**src/bcc_pkg.sv**
```systemverilog
// Shared types and constants for the button click counter.
package bcc_pkg;

  localparam int TS_W      = 24;
  localparam int CLICK_W   = 8;
  localparam int SEC_W     = 9;
  localparam int SEC_SHIFT = 15;

  localparam logic [CLICK_W-1:0] CLICK_MAX = '1;

  localparam logic [TS_W-1:0] TIMEOUT_RESET   = 24'd16384;
  localparam logic [TS_W-1:0] MIN_PRESS_RESET = 24'd3300;

  // event codes
  typedef enum logic [2:0] {
    OP_PRESS   = 3'd0,
    OP_RELEASE = 3'd1,
    OP_TICK    = 3'd2,
    OP_ENABLE  = 3'd3,
    OP_DISABLE = 3'd4
  } op_t;

  // configuration register indexes
  typedef enum logic [0:0] {
    REG_TIMEOUT   = 1'b0,
    REG_MIN_PRESS = 1'b1
  } reg_idx_t;

endpackage

```
**src/button_click_counter.sv**
```systemverilog
// Button click counter: burst detection from timestamped button events.
// An accepted item passes through the input register, then the result register.
// Throughput: one item per cycle unless out_stall holds the result register;
// the only loop is the state update.
// Reset (rst, synchronous): configuration returns to its defaults, the block
// comes up enabled with no clicks, no timer and no report waiting.
module button_click_counter (
  input  logic                       clk,
  input  logic                       rst,
  input  logic                       cfg_we,
  input  logic [0:0]                 cfg_index,
  input  logic [bcc_pkg::TS_W-1:0]   cfg_data,
  input  logic                       in_valid,
  output logic                       in_stall,
  input  logic [2:0]                 operation,
  input  logic [bcc_pkg::TS_W-1:0]   timestamp,
  output logic                       out_valid,
  input  logic                       out_stall,
  output logic                       report_ready,
  output logic [bcc_pkg::CLICK_W-1:0] report_clicks,
  output logic [bcc_pkg::SEC_W-1:0]  report_seconds,
  output logic                       report_new,
  output logic [bcc_pkg::CLICK_W-1:0] clicks_pending,
  output logic                       enabled_now
);
  import bcc_pkg::*;

  // configuration
  logic [TS_W-1:0] timeout_ticks;
  logic [TS_W-1:0] min_press_ticks;

  // input register
  logic            s1_valid;
  logic [2:0]      s1_op;
  logic [TS_W-1:0] s1_ts;

  // block state
  logic               enabled,        enabled_next;
  logic               press_seen,     press_seen_next;
  logic [CLICK_W-1:0] click_count,    click_count_next;
  logic [TS_W-1:0]    press_start,    press_start_next;
  logic [TS_W-1:0]    press_length,   press_length_next;
  logic               timer_armed,    timer_armed_next;
  logic [TS_W-1:0]    timer_start,    timer_start_next;
  logic               report_flag,    report_flag_next;
  logic [CLICK_W-1:0] latched_clicks, latched_clicks_next;
  logic [SEC_W-1:0]   latched_seconds, latched_seconds_next;
  logic               fresh;

  logic            out_load;
  logic            proc;
  logic [TS_W-1:0] press_delta;
  logic [TS_W-1:0] timer_delta;

  // handshake: result register takes a new item when empty or being drained
  assign out_load = !out_valid || !out_stall;
  assign proc     = s1_valid && out_load;
  assign in_stall = s1_valid && !out_load;

  // write configuration
  always_ff @(posedge clk) begin
    if (rst) begin
      timeout_ticks   <= TIMEOUT_RESET;
      min_press_ticks <= MIN_PRESS_RESET;
    end else if (cfg_we) begin
      unique case (cfg_index)
        REG_TIMEOUT:   timeout_ticks   <= cfg_data;
        REG_MIN_PRESS: min_press_ticks <= cfg_data;
        default: ;
      endcase
    end
  end

  // capture the input item
  always_ff @(posedge clk) begin
    if (rst) begin
      s1_valid <= 1'b0;
    end else if (!in_stall) begin
      s1_valid <= in_valid;
    end
  end

  always_ff @(posedge clk) begin
    if (!in_stall) begin
      s1_op <= operation;
      s1_ts <= timestamp;
    end
  end

  // elapsed times, modulo the timestamp width
  assign press_delta = s1_ts - press_start;
  assign timer_delta = s1_ts - timer_start;

  // apply one event to the state
  always_comb begin
    enabled_next         = enabled;
    press_seen_next      = press_seen;
    click_count_next     = click_count;
    press_start_next     = press_start;
    press_length_next    = press_length;
    timer_armed_next     = timer_armed;
    timer_start_next     = timer_start;
    report_flag_next     = report_flag;
    latched_clicks_next  = latched_clicks;
    latched_seconds_next = latched_seconds;
    fresh                = 1'b0;
    unique case (s1_op)
      OP_PRESS: begin
        if (enabled) begin
          press_seen_next = 1'b1;
          if (click_count != CLICK_MAX) click_count_next = click_count + 1'b1;
          press_start_next = s1_ts;
          timer_armed_next = 1'b0;
        end
      end
      OP_RELEASE: begin
        if (enabled && press_seen) begin
          timer_armed_next  = 1'b1;
          timer_start_next  = s1_ts;
          press_length_next = press_delta;
          // take back a press that was too short
          if (press_delta < min_press_ticks && click_count != '0)
            click_count_next = click_count - 1'b1;
          press_seen_next = 1'b0;
        end
      end
      OP_TICK: begin
        if (timer_armed && timer_delta >= timeout_ticks) begin
          timer_armed_next = 1'b0;
          if (!report_flag && enabled) begin
            latched_clicks_next  = click_count;
            latched_seconds_next = press_length[SEC_SHIFT +: SEC_W];
            report_flag_next     = 1'b1;
            fresh                = 1'b1;
          end
          click_count_next  = '0;
          press_length_next = '0;
        end
      end
      OP_ENABLE: begin
        if (!enabled) begin
          click_count_next = '0;
          report_flag_next = 1'b0;
          press_start_next = s1_ts;
          enabled_next     = 1'b1;
        end
      end
      OP_DISABLE: begin
        enabled_next = 1'b0;
      end
      default: ;
    endcase
  end

  // commit state when the item moves into the result register
  always_ff @(posedge clk) begin
    if (rst) begin
      enabled         <= 1'b1;
      press_seen      <= 1'b0;
      click_count     <= '0;
      press_start     <= '0;
      press_length    <= '0;
      timer_armed     <= 1'b0;
      timer_start     <= '0;
      report_flag     <= 1'b0;
      latched_clicks  <= '0;
      latched_seconds <= '0;
    end else if (proc) begin
      enabled         <= enabled_next;
      press_seen      <= press_seen_next;
      click_count     <= click_count_next;
      press_start     <= press_start_next;
      press_length    <= press_length_next;
      timer_armed     <= timer_armed_next;
      timer_start     <= timer_start_next;
      report_flag     <= report_flag_next;
      latched_clicks  <= latched_clicks_next;
      latched_seconds <= latched_seconds_next;
    end
  end

  // result register
  always_ff @(posedge clk) begin
    if (rst) begin
      out_valid <= 1'b0;
    end else if (out_load) begin
      out_valid <= s1_valid;
    end
  end

  always_ff @(posedge clk) begin
    if (proc) begin
      report_ready   <= report_flag_next;
      report_clicks  <= latched_clicks_next;
      report_seconds <= latched_seconds_next;
      report_new     <= fresh;
      clicks_pending <= click_count_next;
      enabled_now    <= enabled_next;
    end
  end

  // a new report is always a waiting report
  a_new_is_ready: assert property (@(posedge clk) disable iff (rst)
    out_valid && report_new |-> report_ready)
    else $error("report_new without report_ready");

  // a processed disable leaves the block disabled
  a_disable: assert property (@(posedge clk) disable iff (rst)
    proc && s1_op == OP_DISABLE |=> !enabled)
    else $error("disable did not clear enabled");

  // a report appears only through a tick
  a_report_by_tick: assert property (@(posedge clk) disable iff (rst)
    $rose(report_flag) |-> $past(proc && s1_op == OP_TICK))
    else $error("report latched without a tick");

  // the click count saturates instead of wrapping
  a_saturate: assert property (@(posedge clk) disable iff (rst)
    proc && s1_op == OP_PRESS && click_count == CLICK_MAX |=> click_count == CLICK_MAX)
    else $error("click count wrapped");

endmodule

```
**config.mk**
```make
export PLATFORM = sky130hd
export DESIGN_NAME = button_click_counter
export DESIGN_NICKNAME = d
export VERILOG_FILES = /design/src/bcc_pkg.sv /design/src/button_click_counter.sv
export SDC_FILE = /design/constraint.sdc
export NUM_CORES = 1
export LEC_CHECK = 0
export BUFFER_PORTS_ARGS = -buffer_cell sky130_fd_sc_hd__buf_2
export CORE_MARGIN = 10
export CORE_UTILIZATION = 45
export CTS_CLUSTER_DIAMETER = 30
export DETAILED_ROUTE_END_ITERATION = 12
export PLACE_DENSITY_LB_ADDON = 0.1
export SLEW_MARGIN = 15
export SYNTH_ARGS = -nofsm -noshare
export SYNTH_HDL_FRONTEND = slang
export SYNTH_SLANG_ARGS = --single-unit
```
**constraint.sdc**
```tcl
create_clock -name clk -period 6.1 [get_ports clk]
set_input_delay 0.305 -clock clk [delete_from_list [all_inputs] [get_ports clk]]
set_output_delay 0.305 -clock clk [all_outputs]
set_load 0.05 [all_outputs]
```
Word-level counts from Yosys, hierarchy flattened
Cells that the tools add are included.

word-level totals
  word-level logic and storage cells = 95
  output and inout bits = 30
  flip-flop bits (word level) = 206
  bits of input ports = 57

cells by class
  magnitude comparators = 2
  mux-type cells = 32
  bitwise gates (word level) = 1
  reduce and logical (&&, ||, !) cells = 25
  eq/ne operators = 9
  $add $sub $neg = 4

operators with widths
  cell                                              count
  2-to-1 mux 24 bit                                 4
  case mux 24 bit (2 select lines)                  2
  2-to-1 mux 8 bit                                  9
  subtractor 24 bit                                 2
  case mux 8 bit (4 select lines)                   1
  2-to-1 mux 9 bit                                  3
  greater-or-equal comparator 24 bit                1
  less-than comparator 24 bit                       1
  AND reduction 4 bit                               3
  2-to-1 mux 1 bit                                  9
  adder 8 x 1 -> 8 bit, second input constant       1
  != test 2 bit, second input constant              4
  != test 8 bit, second input constant              1
  nonzero test 8 bit                                1
  subtractor 8 x 1 -> 8 bit, second input constant  1
  == test 3 x 2 -> 1 bit, second input constant     2
  logical AND 1 bit                                 6
  case mux 1 bit (2 select lines)                   3
  AND reduction 2 bit                               3
  nonzero test 2 bit                                3
  AND reduction 5 bit                               1
  logical NOT 1 bit                                 4
  == test 3 x 1 -> 1 bit, second input constant     1
  == test 3 bit, second input constant              1
  other kinds (6)                                   6

Logic depth before layout (Yosys ltp)
  word-level depth = 6
  gate-level depth with buffers = 23
  mapped depth without buffers = 21

Worst setup path before layout
No wires, ideal clock.

  path kind = register to register
  start = reg s1_ts[0]
  end = reg report_seconds[5] in the netlist's numbering, data pin
  required time = 5.840 ns
  cell stages (with the launch flop) = 22
  library setup time = 0.260 ns
  buffers on the path = 1
  path slack = 1.390 ns
  clock period less this slack = 4.710 ns
  data arrival time = 4.450 ns
  path through = edfxtp_1 inv_1 ha_1 inv_1 fa_1 a21o_1 a31oi_1 o21ai_1 o41ai_4 a31oi_1 a21oi_1 o21ai_1 xor2_1 ha_1 nand4_1 nor4_1 nand3_1 o21ai_1 a21oi_2 nor3_4 buf_2 mux2_2

on the way
  cells in the longest elaborated chain, start to end = 5

ends and longest elaborated chain
  item                                RTL line                     text
  start, declared                     button_click_counter.sv:35   logic [TS_W-1:0] s1_ts;
  start signal, assigned              button_click_counter.sv:86   s1_ts <= timestamp;
  subtractor 24 bit                   button_click_counter.sv:92   assign timer_delta = s1_ts - timer_start;
  greater-or-equal comparator 24 bit  button_click_counter.sv:128  if (timer_armed && timer_delta >= timeout_ticks) begin
  logical AND 1 bit                   button_click_counter.sv:128
  2-to-1 mux 9 bit                    button_click_counter.sv:128
  2-to-1 mux 9 bit                    button_click_counter.sv:107  unique case (s1_op)
  net latched_seconds_next[5]         button_click_counter.sv:47   logic [SEC_W-1:0] latched_seconds, latched_seconds_next;
  end signal, assigned                button_click_counter.sv:195  report_seconds <= latched_seconds_next;
  end, declared                       button_click_counter.sv:21   output logic [bcc_pkg::SEC_W-1:0] report_seconds,

The timed path passes the listed nets, and every way through them passes these cells.
A chain may end at the register's enable or synchronous reset.

Worst setup path after layout
  start = reg s1_ts[4]
  end = reg clicks_pending[3] in the netlist's numbering, data pin

on the way
  cells in the longest elaborated chain, start to end = 6
  elaborated cells on any way between the ends = 10
  those cells by class = 2 x add/sub; 2 x order compare; 4 x mux; 2 x reduce/logical

ends and longest elaborated chain
  item                               RTL line                     text
  subtractor 24 bit                  button_click_counter.sv:91   assign press_delta = s1_ts - press_start;
  less-than comparator 24 bit        button_click_counter.sv:122  if (press_delta < min_press_ticks && click_count != '0)
  logical AND 1 bit                  button_click_counter.sv:122
  2-to-1 mux 8 bit                   button_click_counter.sv:122
  2-to-1 mux 8 bit                   button_click_counter.sv:117  if (enabled && press_seen) begin
  case mux 8 bit (4 select lines) *  button_click_counter.sv:107
  net click_count_next[3]            button_click_counter.sv:40   logic [CLICK_W-1:0] click_count, click_count_next;
  end signal, assigned               button_click_counter.sv:197  clicks_pending <= click_count_next;
  end, declared                      button_click_counter.sv:23   output logic [bcc_pkg::CLICK_W-1:0] clicks_pending,

The timed path passes the listed nets; every way through them passes the cells marked *.

==> qor_table.md <==
| Result | This run | Unit |
| --- | --- | --- |
| Run status | complete, no violations | - |
| Post-Layout Inst Area | 12,200 | um^2 |
| Most area-hungry cell type in the Yosys netlist | sky130_fd_sc_hd__dfxtp_1 | - |
| Post-route fraction of the period consumed by the critical path | 0.877 | - |
| Layout fillers | 2,219 | - |
| Post-synth EDFFs | 55 | - |
| Power dissipated by switching net loads | 0.872 | mW |
| Total via count in the routed design | 8,668 | - |
| Fraction of layout cells with a size suffix above 1 | 0.121 | - |
| Worst setup path startpoint | s1_ts[4]$_DFFE_PN_ | - |
| Clock Root Buffer | sky130_fd_sc_hd__clkbuf_16 | - |
| PostCTS Resize Cnt | 0 | - |
| Post-synth net total | 1,366 | - |
| Final wirelength | 27.7 | mm |
| Yosys warns | 0 | - |
| Post-DP Area | 11,500 | um^2 |
| Sum of internal, switching and leakage power | 3.06 | mW |
| Vias per cell | 5.38 | - |
| Sequential Power Share | 0.448 | - |
| Global-route wire length before repair | 45.4 | mm |
| Post-synthesis cell type count | 77 | - |
| Largest cells by area after synthesis | sky130_fd_sc_hd__dfxtp_1 25%, sky130_fd_sc_hd__edfxtp_1 15%, sky130_fd_sc_hd__ha_1 11% | - |
| #FFs+latches synth | 191 | - |
| Share of the synthesized area in the top cell type | 0.253 | - |
| Number of detailed-routing iterations run before antenna repair | 5 | - |
| Synthesized instance count | 1,211 | - |
| WP data required | 6.26 | ns |
| Final routed wire length divided by cell count | 17.2 | um |
| Slew at the pin closest to its max-slew limit | 1.07 | ns |
| Largest net degree at the start of global routing | 93 | - |
| Worst-skew pair later-pin latency | 0.44 | ns |
| Most common library cells after synthesis | 182 x sky130_fd_sc_hd__nand2_1, 136 x sky130_fd_sc_hd__dfxtp_1, 115 x sky130_fd_sc_hd__inv_1 | - |
| Remaining number of nets flagged by the antenna check after routing | 0 | - |
| Worst Setup EP | clicks_pending[3]$_DFFE_PP_ | - |
| Standby leakage power | 4.60 | nW |
| R2r worst-path depth | 18 | - |
| Launching point of the worst reg2reg path | s1_ts[4]$_DFFE_PN_ | - |
| IO Count | 87 | - |
| Start point of the worst hold path | timestamp[15] | - |
| Number of buffers inserted during clock tree synthesis | 17 | - |
| Starting density of the core | 0.459 | - |
| Antenna violations before repair | 0 | - |
| Number of remaining DRC errors | 0 | - |
| Antenna fix cells | 0 | - |
| Fraction of power consumed by the clock network | 0.399 | - |
| # Max-Cap Violations | 0 | - |
| Slew margin rel. | 0.282 | - |
| Grt total ovfl | 0 | - |
| Worst endpoint data arrival time | 5.51 | ns |
| Max Slew Vio Count | 0 | - |
| Most common cell in the netlist | sky130_fd_sc_hd__nand2_1 | - |
| Overall die height | 175 | um |
| DIE WIDTH | 175 | um |
| Register clock-pin slew on the reported worst setup and hold paths | 0.08 | ns |
| Setup repair after global routing missed its margin | false | - |
| Endpoints failing hold | 0 | - |
| Logic gate share of total power | 0.153 | - |
| Cell Int Power | 2.19 | mW |
| Power density normalized to cell area | 252 | nW/um^2 |
| Final total negative setup slack | 0 | ns |
| Fraction of the yosys area taken by sequential cells | 0.406 | - |
| Buffers inserted during post-CTS setup optimization | 0 | - |
| Most frequently used flop master after synthesis | sky130_fd_sc_hd__dfxtp_1 | - |
| Area of the die | 30,500 | um^2 |
| Max H-tree Level | 4 | - |
| Cts hold-fix bufs | 0 | - |
| Detailed router's first-iteration violation count | 494 | - |
| Fmax | 187 | MHz |
| Post-Syn Area per Cell | 8.89 | um^2 |
| Switching share of power | 0.284 | - |
| Std-Cell Core Area | 23,500 | um^2 |
| RD Place Congestion | 0.915 | - |
| Area added between synthesis and finish | 12.9 | % |
| Hold WC Path Type | in -> reg | - |
| Total of buffers placed on input and output ports | 86 | - |
| Detailed placement HPWL | 20.3 | mm |
| Async set-or-reset flop fraction in the synthesized netlist | 0 | - |
| Setup slack on the worst flop-to-flop path | 0.75 | ns |
| Worst Path Class, Setup | reg -> reg | - |
| Reg-to-Reg End | clicks_pending[3]$_DFFE_PP_ | - |
| Final nets | 1,434 | - |
| Worst clock skew | 0.0134 | ns |
| Crit path capture type | flop | - |
| Clock net sink count | 191 | - |
| Maximum VDD drop | 198 | uV |
| Std-Cell Rows | 56 | - |
| Clock Path Buffers | 2 | - |
| Maximum fanout encountered on the critical timing path | 7 | - |
| Post-synthesis instance area | 10,800 | um^2 |
| Vias in the first global route | 8,596 | - |
| TritonCTS clock tree | done | - |
| Element type at the critical path start | flop | - |
| Total GRT Usage | 0.182 | - |
| Number of setup violations in the final report | 0 | - |
| Crit path time final | 5.35 | ns |
==> per-stage QoR <==
step | hold WS [ns] | utilization | instances | setup slack [ns]
6_report | 0.0352 | 0.518 | 1611 | 0.748
5_1_grt | 0.0206 | 0.518 | 1611 | 0.274
4_1_cts | 0.0217 | 0.517 | 1610 | 0.705
3_5_place_dp | 0.447 | 0.489 | 1578 | 0.723
3_3_place_gp | 0.442 | 0.489 | 1578 | 0.743
2_1_floorplan | 0.404 | - | 1211 | 1.39
==> power groups by stage <==
| stage | sequential [mW] | clock [mW] | combinational (mW) |
|---|---|---|---|
| final | 1.37 | 1.22 | 0.470 |
| after global routing | 1.38 | 1.30 | 0.528 |
| after CTS | 1.37 | 1.25 | 0.471 |
| after detailed placement | 1.40 | 0 | 0.467 |
| after global placement | 1.40 | 0 | 0.464 |
| after floorplan | 1.41 | 0 | 0.319 |
==> layer usage <==
layer | up-vias | track usage | share of wire
met1 | 4061 | 0.239 | 0.47
met5 | - | 0 | 0
met2 | 199 | 0.301 | 0.47
met4 | 0 | 0.0555 | 0.018
li1 | 4377 | - | -
met3 | 31 | 0.0300 | 0.045
==> state kept, by name, summed over array words and instances, names as in the netlist, 9 cells and up <==
signal / count
min_press_ticks: 24
press_start: 24
s1_ts: 24
timeout_ticks: 24
timer_start: 24
latched_seconds: 9
press_length: 9
report_seconds: 9
==> how the worst min path moves through the flow <==
| stage | to | slack (ns) | depth (start not counted) |
|---|---|---|---|
| global route | s1_ts[18]$_DFFE_PN_ | 0.02 | 1 |
| floorplan | s1_op[0]$_DFFE_PN_ | 0.40 | 0 |
| CTS | s1_ts[15]$_DFFE_PN_ | 0.02 | 1 |
| global placement | timeout_ticks[4]$_SDFFE_PP0P_ | 0.44 | 2 |
| finish | s1_ts[15]$_DFFE_PN_ | 0.04 | 1 |
| detailed placement | timer_start[1]$_SDFFE_PP0P_ | 0.45 | 2 |
==> layout by cell type (no fill, tap or decap), types with 20 or more instances in the layout <==
master	instances
sky130_fd_sc_hd__o21ai_0	29
sky130_fd_sc_hd__dfxtp_1	136
sky130_fd_sc_hd__nand2_1	182
sky130_fd_sc_hd__buf_2	85
sky130_fd_sc_hd__a21o_1	21
sky130_fd_sc_hd__edfxtp_1	55
sky130_fd_sc_hd__nor2_1	93
sky130_fd_sc_hd__ha_1	96
sky130_fd_sc_hd__inv_1	115
sky130_fd_sc_hd__a21oi_1	112
sky130_fd_sc_hd__mux2i_1	42
sky130_fd_sc_hd__nor3_1	20
sky130_fd_sc_hd__xnor2_1	27
==> worst max-delay path: stages, from the launching register on <==
cell	delay [ns]
sky130_fd_sc_hd__edfxtp_1	0.46
sky130_fd_sc_hd__ha_1	0.41
sky130_fd_sc_hd__a2111o_1	0.48
sky130_fd_sc_hd__a31oi_1	0.22
sky130_fd_sc_hd__o21ai_1	0.18
sky130_fd_sc_hd__o41ai_4	0.34
sky130_fd_sc_hd__a31oi_1	0.19
sky130_fd_sc_hd__a21oi_1	0.26
sky130_fd_sc_hd__o21ai_1	0.11
sky130_fd_sc_hd__xor2_1	0.16
sky130_fd_sc_hd__ha_1	0.29
sky130_fd_sc_hd__nand4_1	0.15
sky130_fd_sc_hd__nor4_1	0.46
sky130_fd_sc_hd__nand3_1	0.13
sky130_fd_sc_hd__o21ai_1	0.19
sky130_fd_sc_hd__a21oi_2	0.14
sky130_fd_sc_hd__a22o_1	0.33
sky130_fd_sc_hd__a2111oi_2	0.42
sky130_fd_sc_hd__a22oi_1	0.15
==> logic make-up after synthesis <==
| kind of cell | after synthesis | synth area share |
|---|---|---|
| AOI/OAI and AO/OA | 289 | 0.179 |
| xor gates and xnor gates | 40 | 0.0326 |
| adders and majority gates | 98 | 0.115 |
| buffers and inverters | 164 | 0.0588 |
| DFF | 191 | 0.406 |
| muxes | 59 | 0.0568 |
| and+or+nand+nor | 370 | 0.151 |
==> cell type report <==
| cell class | instances | area [um^2] | share of cell area |
|---|---|---|---|
| clock inverters | 15 | 229 | 0.0188 |
| repair buffers | 96 | 515 | 0.0424 |
| multi-input cells | 856 | 5770 | 0.475 |
| flip-flops and latches | 191 | 4370 | 0.360 |
| clock buffers | 17 | 425 | 0.0350 |
| inverters | 117 | 439 | 0.0361 |
| well taps | 319 | 399 | 0.0328 |
Note: power is estimated with default switching activity, not from simulation.
